===== src/mpwm_pkg.sv =====
// Shared opcodes, constants and reset-value helpers for the multichannel PWM generator.
package mpwm_pkg;

  localparam int OPCODE_W   = 3;
  localparam int CHAN_W     = 4;
  localparam int TICKS_W    = 24;
  localparam int FRAC_W     = 17;
  localparam int PULSE_W    = 32;
  localparam int PINS_W     = 16;
  localparam int FRAC_SHIFT = 16;

  localparam logic [OPCODE_W-1:0] OP_TICK       = 3'd0;
  localparam logic [OPCODE_W-1:0] OP_SET_PERIOD = 3'd1;
  localparam logic [OPCODE_W-1:0] OP_SET_DUTY   = 3'd2;
  localparam logic [OPCODE_W-1:0] OP_ENABLE     = 3'd3;
  localparam logic [OPCODE_W-1:0] OP_SET_PULSES = 3'd4;
  localparam logic [OPCODE_W-1:0] OP_READ       = 3'd5;

  localparam logic [FRAC_W-1:0] FRAC_ONE   = 17'd65536;
  localparam logic [31:0]       ROUND_HALF = 32'd32768;
  localparam logic [32:0]       DEF_PERIOD = 33'd1000;
  localparam logic [32:0]       DEF_DUTY   = 33'd500;

  // Default period, saturated to the largest value the phase counter can hold.
  function automatic logic [31:0] rst_period(input int cbits);
    logic [32:0] cmax;
    cmax = (33'd1 << cbits) - 33'd1;
    return (cmax < DEF_PERIOD) ? cmax[31:0] : DEF_PERIOD[31:0];
  endfunction

  function automatic logic [31:0] rst_duty(input int cbits);
    logic [31:0] p;
    p = rst_period(cbits);
    return (DEF_DUTY[31:0] > p) ? p : DEF_DUTY[31:0];
  endfunction

endpackage


===== src/multichannel_pwm_generator.sv =====
// Top level: request sequencer of the multichannel PWM generator with pulse counters.
// One request is taken at a time. A tick visits every channel through the single read
// port of the channel store, one channel per cycle, stepping through S_TICK for each
// channel and then S_DRAIN and S_RESP before the block can accept again. Set-period
// requests with a nonzero period and set-duty requests pass through S_READ, S_EXEC,
// S_DUTY and S_RESP because the duty product is registered; a zero-period set, enable,
// set-pulses, read and the unused opcodes skip S_DUTY, and a non-tick request for a
// channel out of range goes straight to S_RESP. A stalled response holds the block in
// S_RESP until the response is taken. The response register lets the next request
// enter while a response still waits.
module multichannel_pwm_generator #(
  parameter int CHANNELS     = 16,
  parameter int COUNTER_BITS = 24
) (
  input  logic                              clk,
  input  logic                              rst,
  input  logic                              req_valid,
  output logic                              req_stall,
  input  logic [mpwm_pkg::OPCODE_W-1:0]     opcode,
  input  logic [mpwm_pkg::CHAN_W-1:0]       channel,
  input  logic [mpwm_pkg::TICKS_W-1:0]      period_len,
  input  logic [mpwm_pkg::FRAC_W-1:0]       duty_fraction,
  input  logic                              enable_value,
  input  logic [mpwm_pkg::PULSE_W-1:0]      count_value,
  output logic                              rsp_valid,
  input  logic                              rsp_stall,
  output logic [mpwm_pkg::PINS_W-1:0]       pin_levels,
  output logic                              ok,
  output logic [mpwm_pkg::PULSE_W-1:0]      pulse_total,
  output logic                              channel_enabled,
  output logic [mpwm_pkg::TICKS_W-1:0]      period_value,
  output logic [mpwm_pkg::TICKS_W-1:0]      duty_value
);

  localparam int AW = (CHANNELS > 1) ? $clog2(CHANNELS) : 1;
  localparam int CB = COUNTER_BITS;
  localparam int PW = mpwm_pkg::PULSE_W;

  localparam logic [CB-1:0] CMAX       = '1;
  localparam logic [CB-1:0] RST_PERIOD = CB'(mpwm_pkg::rst_period(CB));
  localparam logic [CB-1:0] RST_DUTY   = CB'(mpwm_pkg::rst_duty(CB));
  localparam logic [AW-1:0] LAST_IDX   = AW'(CHANNELS - 1);

  localparam logic [2:0] S_IDLE  = 3'd0;
  localparam logic [2:0] S_READ  = 3'd1;
  localparam logic [2:0] S_EXEC  = 3'd2;
  localparam logic [2:0] S_DUTY  = 3'd3;
  localparam logic [2:0] S_TICK  = 3'd4;
  localparam logic [2:0] S_DRAIN = 3'd5;
  localparam logic [2:0] S_RESP  = 3'd6;

  logic [2:0] state;
  logic [2:0] state_next;

  logic [mpwm_pkg::OPCODE_W-1:0] op_q;
  logic [mpwm_pkg::CHAN_W-1:0]   ch_q;
  logic [mpwm_pkg::TICKS_W-1:0]  per_q;
  logic [mpwm_pkg::FRAC_W-1:0]   frac_q;
  logic                          en_q;
  logic [PW-1:0]                 cnt_q;
  logic                          valid_q;

  logic [AW-1:0]       idx;
  logic                p_valid;
  logic [AW-1:0]       p_idx;
  logic [CHANNELS-1:0] active;
  logic [CHANNELS-1:0] pins;

  logic [CB-1:0] res_period;
  logic [CB-1:0] res_duty;
  logic [PW-1:0] res_pulse;
  logic          res_en;

  logic [AW-1:0] ch_idx;
  logic          req_ok;
  logic [CB-1:0] per_sat;
  logic          accept;

  logic [AW-1:0] rd_addr;
  logic          wr_en;
  logic [AW-1:0] wr_addr;
  logic [CB-1:0] wr_period;
  logic [CB-1:0] wr_duty;
  logic [CB-1:0] wr_phase;
  logic [PW-1:0] wr_pulse;
  logic [CB-1:0] rd_period;
  logic [CB-1:0] rd_duty;
  logic [CB-1:0] rd_phase;
  logic [PW-1:0] rd_pulse;

  logic [CB-1:0] step_phase;
  logic [PW-1:0] step_pulse;
  logic          step_pin;

  logic [CB-1:0] mul_period;
  logic [CB-1:0] duty_calc;

  assign req_stall = (state != S_IDLE);
  assign accept    = req_valid && !req_stall;
  assign req_ok    = 32'(channel) < 32'(CHANNELS);
  assign ch_idx    = ch_q[AW-1:0];
  assign per_sat   = (33'(per_q) > 33'(CMAX)) ? CMAX : CB'(per_q);
  assign rd_addr   = (state == S_TICK) ? idx : ch_idx;
  assign mul_period = (op_q == mpwm_pkg::OP_SET_PERIOD) ? per_sat : rd_period;

  mpwm_mem #(
    .CHANNELS     (CHANNELS),
    .COUNTER_BITS (CB),
    .AW           (AW)
  ) u_mem (
    .clk       (clk),
    .rst       (rst),
    .rd_addr   (rd_addr),
    .wr_en     (wr_en),
    .wr_addr   (wr_addr),
    .wr_period (wr_period),
    .wr_duty   (wr_duty),
    .wr_phase  (wr_phase),
    .wr_pulse  (wr_pulse),
    .rd_period (rd_period),
    .rd_duty   (rd_duty),
    .rd_phase  (rd_phase),
    .rd_pulse  (rd_pulse)
  );

  mpwm_step #(
    .COUNTER_BITS (CB)
  ) u_step (
    .period     (rd_period),
    .duty       (rd_duty),
    .phase      (rd_phase),
    .pulse      (rd_pulse),
    .phase_next (step_phase),
    .pulse_next (step_pulse),
    .pin_next   (step_pin)
  );

  mpwm_duty #(
    .COUNTER_BITS (CB)
  ) u_duty (
    .clk    (clk),
    .period (mul_period),
    .frac   (frac_q),
    .duty   (duty_calc)
  );

  // Store write port and next state.
  always_comb begin
    state_next = state;
    wr_en      = 1'b0;
    wr_addr    = ch_idx;
    wr_period  = rd_period;
    wr_duty    = rd_duty;
    wr_phase   = rd_phase;
    wr_pulse   = rd_pulse;
    unique case (state)
      S_IDLE: begin
        if (accept) begin
          if (opcode == mpwm_pkg::OP_TICK) begin
            state_next = S_TICK;
          end else if (req_ok) begin
            state_next = S_READ;
          end else begin
            state_next = S_RESP;
          end
        end
      end
      S_READ: begin
        state_next = S_EXEC;
      end
      S_EXEC: begin
        state_next = S_RESP;
        unique case (op_q)
          mpwm_pkg::OP_SET_PERIOD: begin
            if (per_q == '0) begin
              wr_en     = 1'b1;
              wr_period = RST_PERIOD;
              wr_duty   = RST_DUTY;
              wr_phase  = '0;
            end else begin
              state_next = S_DUTY;
            end
          end
          mpwm_pkg::OP_SET_DUTY: begin
            state_next = S_DUTY;
          end
          mpwm_pkg::OP_SET_PULSES: begin
            wr_en    = 1'b1;
            wr_pulse = cnt_q;
          end
          default: begin
          end
        endcase
      end
      S_DUTY: begin
        wr_en   = 1'b1;
        wr_duty = duty_calc;
        if (op_q == mpwm_pkg::OP_SET_PERIOD) begin
          wr_period = per_sat;
          wr_phase  = '0;
        end
        state_next = S_RESP;
      end
      S_TICK, S_DRAIN: begin
        wr_addr  = p_idx;
        wr_en    = p_valid && active[p_idx];
        wr_phase = step_phase;
        wr_pulse = step_pulse;
        if (state == S_DRAIN) begin
          state_next = S_RESP;
        end else if (idx == LAST_IDX) begin
          state_next = S_DRAIN;
        end
      end
      S_RESP: begin
        if (!rsp_valid || !rsp_stall) begin
          state_next = S_IDLE;
        end
      end
      default: begin
        state_next = S_IDLE;
      end
    endcase
  end

  always_ff @(posedge clk) begin
    if (rst) begin
      state   <= S_IDLE;
      active  <= '0;
      pins    <= '0;
      p_valid <= 1'b0;
      idx     <= '0;
    end else begin
      state <= state_next;
      unique case (state)
        S_IDLE: begin
          idx     <= '0;
          p_valid <= 1'b0;
        end
        S_EXEC: begin
          if (op_q == mpwm_pkg::OP_SET_PERIOD && per_q == '0) begin
            active[ch_idx] <= 1'b0;
            pins[ch_idx]   <= 1'b0;
          end else if (op_q == mpwm_pkg::OP_ENABLE) begin
            active[ch_idx] <= en_q;
            if (!en_q) begin
              pins[ch_idx] <= 1'b0;
            end
          end
        end
        S_DUTY: begin
          if (op_q == mpwm_pkg::OP_SET_PERIOD) begin
            active[ch_idx] <= 1'b1;
          end
        end
        S_TICK, S_DRAIN: begin
          // The read for channel idx is issued while channel p_idx is updated.
          p_valid <= (state == S_TICK);
          idx     <= idx + AW'(1);
          if (p_valid && active[p_idx]) begin
            pins[p_idx] <= step_pin;
          end
        end
        default: begin
        end
      endcase
    end
  end

  // Request capture, and the addressed channel's values as they stand after the request.
  always_ff @(posedge clk) begin
    if (accept) begin
      op_q    <= opcode;
      ch_q    <= channel;
      per_q   <= period_len;
      frac_q  <= duty_fraction;
      en_q    <= enable_value;
      cnt_q   <= count_value;
      valid_q <= req_ok;
    end
    if (state == S_TICK || state == S_DRAIN) begin
      p_idx <= idx;
    end
    if (state == S_EXEC) begin
      res_period <= wr_period;
      res_duty   <= wr_duty;
      res_pulse  <= wr_pulse;
      if (op_q == mpwm_pkg::OP_SET_PERIOD) begin
        res_en <= 1'b0;
      end else if (op_q == mpwm_pkg::OP_ENABLE) begin
        res_en <= en_q;
      end else begin
        res_en <= active[ch_idx];
      end
    end
    if (state == S_DUTY) begin
      res_period <= wr_period;
      res_duty   <= wr_duty;
      res_pulse  <= wr_pulse;
      res_en     <= (op_q == mpwm_pkg::OP_SET_PERIOD) ? 1'b1 : active[ch_idx];
    end
    if ((state == S_TICK || state == S_DRAIN) && p_valid && p_idx == ch_idx) begin
      res_period <= rd_period;
      res_duty   <= rd_duty;
      res_pulse  <= active[p_idx] ? step_pulse : rd_pulse;
      res_en     <= active[p_idx];
    end
  end

  // Response register.
  always_ff @(posedge clk) begin
    if (rst) begin
      rsp_valid <= 1'b0;
    end else if (state == S_RESP && (!rsp_valid || !rsp_stall)) begin
      rsp_valid <= 1'b1;
    end else if (!rsp_stall) begin
      rsp_valid <= 1'b0;
    end
  end

  always_ff @(posedge clk) begin
    if (state == S_RESP && (!rsp_valid || !rsp_stall)) begin
      pin_levels      <= mpwm_pkg::PINS_W'(pins);
      ok              <= valid_q;
      pulse_total     <= valid_q ? res_pulse : '0;
      channel_enabled <= valid_q && res_en;
      period_value    <= valid_q ? mpwm_pkg::TICKS_W'(res_period) : '0;
      duty_value      <= valid_q ? mpwm_pkg::TICKS_W'(res_duty) : '0;
    end
  end

endmodule


===== src/mpwm_mem.sv =====
// Per-channel store of period, duty, phase and pulse count with a registered read port.
module mpwm_mem #(
  parameter int CHANNELS     = 16,
  parameter int COUNTER_BITS = 24,
  parameter int AW           = 4
) (
  input  logic                            clk,
  input  logic                            rst,
  input  logic [AW-1:0]                   rd_addr,
  input  logic                            wr_en,
  input  logic [AW-1:0]                   wr_addr,
  input  logic [COUNTER_BITS-1:0]         wr_period,
  input  logic [COUNTER_BITS-1:0]         wr_duty,
  input  logic [COUNTER_BITS-1:0]         wr_phase,
  input  logic [mpwm_pkg::PULSE_W-1:0]    wr_pulse,
  output logic [COUNTER_BITS-1:0]         rd_period,
  output logic [COUNTER_BITS-1:0]         rd_duty,
  output logic [COUNTER_BITS-1:0]         rd_phase,
  output logic [mpwm_pkg::PULSE_W-1:0]    rd_pulse
);

  localparam logic [COUNTER_BITS-1:0] RST_PERIOD =
    COUNTER_BITS'(mpwm_pkg::rst_period(COUNTER_BITS));
  localparam logic [COUNTER_BITS-1:0] RST_DUTY =
    COUNTER_BITS'(mpwm_pkg::rst_duty(COUNTER_BITS));

  logic [COUNTER_BITS-1:0]      period_mem [CHANNELS];
  logic [COUNTER_BITS-1:0]      duty_mem   [CHANNELS];
  logic [COUNTER_BITS-1:0]      phase_mem  [CHANNELS];
  logic [mpwm_pkg::PULSE_W-1:0] pulse_mem  [CHANNELS];
  logic [CHANNELS-1:0]          written;

  logic                         rd_hit;
  logic [COUNTER_BITS-1:0]      period_q;
  logic [COUNTER_BITS-1:0]      duty_q;
  logic [COUNTER_BITS-1:0]      phase_q;
  logic [mpwm_pkg::PULSE_W-1:0] pulse_q;

  always_ff @(posedge clk) begin
    if (wr_en) begin
      period_mem[wr_addr] <= wr_period;
      duty_mem[wr_addr]   <= wr_duty;
      phase_mem[wr_addr]  <= wr_phase;
      pulse_mem[wr_addr]  <= wr_pulse;
    end
    period_q <= period_mem[rd_addr];
    duty_q   <= duty_mem[rd_addr];
    phase_q  <= phase_mem[rd_addr];
    pulse_q  <= pulse_mem[rd_addr];
    rd_hit   <= written[rd_addr];
  end

  // An entry never written since reset reads as the channel defaults.
  always_ff @(posedge clk) begin
    if (rst) begin
      written <= '0;
    end else if (wr_en) begin
      written[wr_addr] <= 1'b1;
    end
  end

  assign rd_period = rd_hit ? period_q : RST_PERIOD;
  assign rd_duty   = rd_hit ? duty_q   : RST_DUTY;
  assign rd_phase  = rd_hit ? phase_q  : '0;
  assign rd_pulse  = rd_hit ? pulse_q  : '0;

endmodule


===== src/mpwm_step.sv =====
// Shared phase-counter unit: advances one channel by one tick.
module mpwm_step #(
  parameter int COUNTER_BITS = 24
) (
  input  logic [COUNTER_BITS-1:0]      period,
  input  logic [COUNTER_BITS-1:0]      duty,
  input  logic [COUNTER_BITS-1:0]      phase,
  input  logic [mpwm_pkg::PULSE_W-1:0] pulse,
  output logic [COUNTER_BITS-1:0]      phase_next,
  output logic [mpwm_pkg::PULSE_W-1:0] pulse_next,
  output logic                         pin_next
);

  logic [COUNTER_BITS:0] incr;
  logic                  wrap;

  always_comb begin
    incr       = {1'b0, phase} + (COUNTER_BITS+1)'(1);
    wrap       = incr >= {1'b0, period};
    phase_next = wrap ? '0 : incr[COUNTER_BITS-1:0];
    pulse_next = wrap ? pulse + mpwm_pkg::PULSE_W'(1) : pulse;
    pin_next   = phase_next < duty;
  end

endmodule


===== src/mpwm_duty.sv =====
// Duty unit: registered period times Q16 fraction, then round half up and clamp to the period.
module mpwm_duty #(
  parameter int COUNTER_BITS = 24
) (
  input  logic                          clk,
  input  logic [COUNTER_BITS-1:0]       period,
  input  logic [mpwm_pkg::FRAC_W-1:0]   frac,
  output logic [COUNTER_BITS-1:0]       duty
);

  localparam int PW = COUNTER_BITS + mpwm_pkg::FRAC_W;

  logic [mpwm_pkg::FRAC_W-1:0] frac_sat;
  logic [PW-1:0]               prod;
  logic [COUNTER_BITS-1:0]     period_r;
  logic [PW-1:0]               sum;
  logic [COUNTER_BITS:0]       rounded;

  assign frac_sat = (frac > mpwm_pkg::FRAC_ONE) ? mpwm_pkg::FRAC_ONE : frac;

  always_ff @(posedge clk) begin
    prod     <= PW'(period) * PW'(frac_sat);
    period_r <= period;
  end

  // The product stays below 2^(COUNTER_BITS+16), so adding one half cannot overflow.
  always_comb begin
    sum     = prod + PW'(mpwm_pkg::ROUND_HALF);
    rounded = sum[PW-1:mpwm_pkg::FRAC_SHIFT];
    duty    = (rounded > {1'b0, period_r}) ? period_r : rounded[COUNTER_BITS-1:0];
  end

endmodule


===== config.mk =====
export PLATFORM = sky130hd
export DESIGN_NAME = multichannel_pwm_generator
export DESIGN_NICKNAME = d
export VERILOG_FILES = /design/src/mpwm_pkg.sv /design/src/multichannel_pwm_generator.sv /design/src/mpwm_mem.sv /design/src/mpwm_step.sv /design/src/mpwm_duty.sv
export SDC_FILE = /design/constraint.sdc
export NUM_CORES = 2
export LEC_CHECK = 0
export ABC_AREA = 1
export CORE_ASPECT_RATIO = 1.25
export CORE_MARGIN = 3
export CORE_UTILIZATION = 45
export CTS_CLUSTER_SIZE = 10
export DETAILED_ROUTE_END_ITERATION = 6
export DONT_BUFFER_PORTS = 1
export GPL_ROUTABILITY_DRIVEN = 0
export GPL_TIMING_DRIVEN = 0
export MAX_ROUTING_LAYER = met4
export PLACE_DENSITY = 0.67
export SYNTH_ARGS = -nofsm -noshare
export SYNTH_HDL_FRONTEND = slang
export SYNTH_SLANG_ARGS = --single-unit

===== constraint.sdc =====
create_clock -name clk -period 7.3 [get_ports clk]
set_input_delay 1.46 -clock clk [delete_from_list [all_inputs] [get_ports clk]]
set_output_delay 1.46 -clock clk [all_outputs]
set_load 0.005 [all_outputs]

==> Implementation_results.wiki <==
{| class="wikitable"
! Metric !! Value
|-
| Total routed wire length on the met1 layer || 116000 um
|-
| Number of ports placed on the die boundary || 185
|-
| Maximum level of the CTS H-tree || 4
|-
| Placeable core area || 217000 um2
|-
| Final hold violation count || 0
|-
| Count of TritonRoute iterations in the first routing pass || 7
|-
| Starting DRC count in detailed routing || 11400
|-
| Floorplan die width || 424 um
|-
| # Max-Cap Violations || 5
|-
| Final HPWL from detailed placement || 232000 um
|-
| CTS tree || yes
|-
| Worst hold path type || reg2reg
|-
| Floorplan die height || 529 um
|-
| Quantity of hold-fixing buffers added after cts || 0
|-
| Wire length of the first global-routing pass || 494000 um
|-
| Clock buffers created by TritonCTS || 242
|-
| Min Clock Period, post-route || 7.20 ns
|-
| Final Non-Filler Cells || 12000
|-
| Achievable frequency || 139 MHz
|-
| Layout Cell Area excl Fill || 112000 um2
|-
| Worst slew pin tran || 1.54 ns
|-
| Slew margin rel. || -2.42%
|-
| Proportion of netlist area held by the largest area contributor || 58.8%
|-
| Nets@finish || 9446
|-
| Critical path data arrival time || 8.05 ns
|-
| Met3 WL post-DR || 45200 um
|-
| DR vias || 74600
|-
| Area enclosed by the die boundary || 224000 um2
|-
| Wire length per cell || 29.3 um
|-
| Cell accounting for the most synthesized area || sky130_fd_sc_hd__edfxtp_1
|-
| Most used flip-flop cell after synthesis || sky130_fd_sc_hd__edfxtp_1
|-
| Overall routing resource usage || 31.2%
|-
| Detailed-routed wire length on met2 || 159000 um
|-
| Filler cell count || 18100
|-
| Synth unique cells || 61
|-
| DRC errors left || 4
|-
| Element type at the critical path end || register
|-
| DP Cell Count || 11400
|-
| Setup Crit Path Kind || reg2reg
|-
| Worst reg-to-reg setup slack || 0.10 ns
|-
| Sequential element share of the synthesized area || 63.1%
|-
| Post-place instance area || 103000 um2
|-
| Maximum cell stage delay along the critical path || 0.51 ns
|-
| Worst setup skew after layout || 0.111 ns
|-
| Worst-Skew Late Latency || 0.94 ns
|-
| Yosys warning count || 0
|-
| Leading cell types in the layout, fill and taps excluded || 1927 x sky130_fd_sc_hd__edfxtp_1, 1228 x sky130_fd_sc_hd__nor2_1, 908 x sky130_fd_sc_hd__o21ai_0, 893 x sky130_fd_sc_hd__nand2_1, 715 x sky130_fd_sc_hd__inv_1
|-
| Uppermost signal routing layer after detailed routing || met4
|-
| Largest net degree at the start of global routing || 81
|-
| Detailed Route WL || 351000 um
|-
| Global route overflow || 0
|-
| Async S/R FF share, synth || 0%
|-
| Most common cell after layout, fill and taps aside || sky130_fd_sc_hd__edfxtp_1
|-
| Starting density of the core || 45.3%
|-
| Run status || complete, but fails checks
|-
| Cell with the most instances on the worst path || sky130_fd_sc_hd__inv_1
|-
| Layout-stage area growth over the synthesis result || 13.9%
|-
| Largest fanout on the critical path || 10
|-
| Worst endpoint required time || 8.15 ns
|-
| Final setup fails || 0
|-
| Fraction of layout cells with a size suffix above 1 || 8.16%
|-
| Ratio of final minimum period to clock period || 98.6%
|-
| Max-slew violations || 40
|-
| Multi-input gate area in the final layout || 32200 um2
|-
| Port buffer count || 0
|-
| Worst path slowest cell || sky130_fd_sc_hd__fa_1
|-
| Post-Synthesis Mean Instance Area || 11.7 um2
|-
| Root buffer selected by CTS || sky130_fd_sc_hd__clkbuf_16
|-
| Number of nets in the synthesized netlist || 9042
|-
| Number of flops mapped to enable cells by yosys || 1927
|-
| Sequential cell area || 62100 um2
|-
| Number of clock sinks seen by CTS || 2139
|-
| Antenna violations before repair || 21
|-
| Top area cells in the synthesized netlist || sky130_fd_sc_hd__edfxtp_1 59%, sky130_fd_sc_hd__fa_1 6.6%, sky130_fd_sc_hd__o21ai_0 4.8%
|-
| End-of-flow core utilization || 51.6%
|-
| Number of rows created at floorplan || 191
|-
| Worst-case clock buffer depth || 4
|-
| Final Hold Slack || 0.397 ns
|-
| Number of cells produced by synthesis || 8442
|-
| Total standard cell area after synthesis || 98500 um2
|-
| Antenna violation net count after detailed routing || 0
|-
| Clock-pin slew reported for the worst setup and hold paths after clock tree synthesis || 0.06 ns
|-
| CP Launch Type || register
|-
| Synthesis-stage register bit count || 2139
|-
| Via density per instance || 6.24
|-
| Vias in the first global route || 71900
|-
| Violated checks || DRC, capacitance limit, slew limit
|}
## synth_stat cells, types with 3 or more instances
| cell type | instances |
|---|---|
| sky130_fd_sc_hd__nor2_1 | 1249 |
| sky130_fd_sc_hd__a22oi_1 | 24 |
| sky130_fd_sc_hd__nand2_1 | 922 |
| sky130_fd_sc_hd__nor2_2 | 6 |
| sky130_fd_sc_hd__nand2_2 | 9 |
| sky130_fd_sc_hd__o2111ai_1 | 4 |
| sky130_fd_sc_hd__xnor2_1 | 26 |
| sky130_fd_sc_hd__o211ai_1 | 119 |
| sky130_fd_sc_hd__nor2_4 | 5 |
| sky130_fd_sc_hd__clkbuf_1 | 432 |
| sky130_fd_sc_hd__o21ai_0 | 947 |
| sky130_fd_sc_hd__inv_1 | 753 |
| sky130_fd_sc_hd__a21o_1 | 7 |
| sky130_fd_sc_hd__o21ai_1 | 41 |
| sky130_fd_sc_hd__o311ai_0 | 3 |
| sky130_fd_sc_hd__buf_2 | 20 |
| sky130_fd_sc_hd__o21bai_1 | 4 |
| sky130_fd_sc_hd__and2_1 | 3 |
| sky130_fd_sc_hd__o22ai_1 | 170 |
| sky130_fd_sc_hd__o21ai_2 | 3 |
| sky130_fd_sc_hd__nand3_1 | 233 |
| sky130_fd_sc_hd__buf_4 | 3 |
| sky130_fd_sc_hd__nor3_1 | 34 |
| sky130_fd_sc_hd__edfxtp_1 | 1927 |
| sky130_fd_sc_hd__a31oi_1 | 21 |
| sky130_fd_sc_hd__buf_6 | 6 |
| sky130_fd_sc_hd__dfxtp_1 | 212 |
| sky130_fd_sc_hd__ha_1 | 188 |
| sky130_fd_sc_hd__a211oi_1 | 21 |
| sky130_fd_sc_hd__buf_1 | 28 |
| sky130_fd_sc_hd__nor4_1 | 21 |
| sky130_fd_sc_hd__o31ai_1 | 16 |
| sky130_fd_sc_hd__nand3_2 | 7 |
| sky130_fd_sc_hd__nand4_1 | 33 |
| sky130_fd_sc_hd__inv_2 | 6 |
| sky130_fd_sc_hd__clkinv_1 | 18 |
| sky130_fd_sc_hd__fa_1 | 327 |
| sky130_fd_sc_hd__o221ai_1 | 345 |
| sky130_fd_sc_hd__o21a_1 | 5 |
| sky130_fd_sc_hd__xor2_1 | 67 |
| sky130_fd_sc_hd__a21oi_1 | 149 |
| sky130_fd_sc_hd__nor3_2 | 3 |
## stage by stage
| stage | setup TNS [ns] | setup WS (ns) |
|---|---|---|
| after detailed placement | -79.22 | -2.79 |
| after global placement | -2406.96 | -2.74 |
| after CTS | -0.0166 | -0.00891 |
| after global routing | -0.0588 | -0.0541 |
| final | 0 | 0.103 |
| after floorplan | 0 | 0.528 |
## cell families (layout without fill, tap and decap cells)
| logic type | Yosys count | after routing | share of synthesized area [%] |
|---|---|---|---|
| fa+ha+maj | 515 | 515 | 9.04 |
| flops | 2139 | 2139 | 63.1 |
| other cells | 1 | 26 | 0.00381 |
| xor+xnor | 93 | 93 | 0.827 |
| buf+inv | 1268 | 1860 | 4.94 |
| compound gates | 1887 | 1887 | 11.7 |
| simple gates | 2539 | 2539 | 10.4 |
## routing by layer
layer,track usage [%],vias to the layer above
li1,-,30800
met2,47.5,5986
met1,36.0,36300
met4,22.0,0
met3,8.30,1514
met5,-,-
## critical path: cells and delay by family, from the launching register on
kind	cells	cell delay, ns
simple gates	6	0.98
buf+inv	9	1.15
compound gates	7	1.23
xor+xnor	1	0.12
fa+ha+maj	7	3.25
flops	1	0.36
## flip-flops by register name (all words and copies together) (netlist names), 26 cells and up
signal,cells
u_mem.pulse_q,32
u_mem.period_mem,384
u_duty.prod,26
u_mem.duty_mem,384
pulse_total,32
cnt_q,32
u_mem.pulse_mem,512
res_pulse,32
u_mem.phase_mem,384
## layout make-up
cell class	instances	share of cell area, %
clock inverter	12	0.173
clock buffer	420	5.99
sequential	2139	55.4
antenna	25	0.0558
timing repair buffer	163	1.69
buffer	488	2.01
multi-input combinational	5035	28.7
inverter	777	2.74
tap	2895	3.23
## final timing paths
| path | end | depth (start not counted) | from |
|---|---|---|---|
| setup / recovery | u_duty.prod[38]$_DFF_P_ | 30 | frac_q[3]$_DFFE_PP_ |
| hold reg to reg | pulse_total[1]$_DFFE_PP_ | 0 | res_pulse[1]$_DFFE_PP_ |
| setup reg to reg | u_duty.prod[38]$_DFF_P_ | 30 | frac_q[3]$_DFFE_PP_ |
| hold / removal | pulse_total[1]$_DFFE_PP_ | 0 | res_pulse[1]$_DFFE_PP_ |
## timing repair
| action | 4_1_cts | 5_1_grt |
|---|---|---|
| resized for setup | 251 | 96 |
| setup endpoints to repair | 43 | 36 |
| pin swaps | 10 | 19 |
| buffers inserted | 62 | 38 |
| cloned | 0 | 3 |
Power is left out: the tool's default activity adds up to more than one toggle a clock period on the data nets, which glitch-free logic cannot reach.
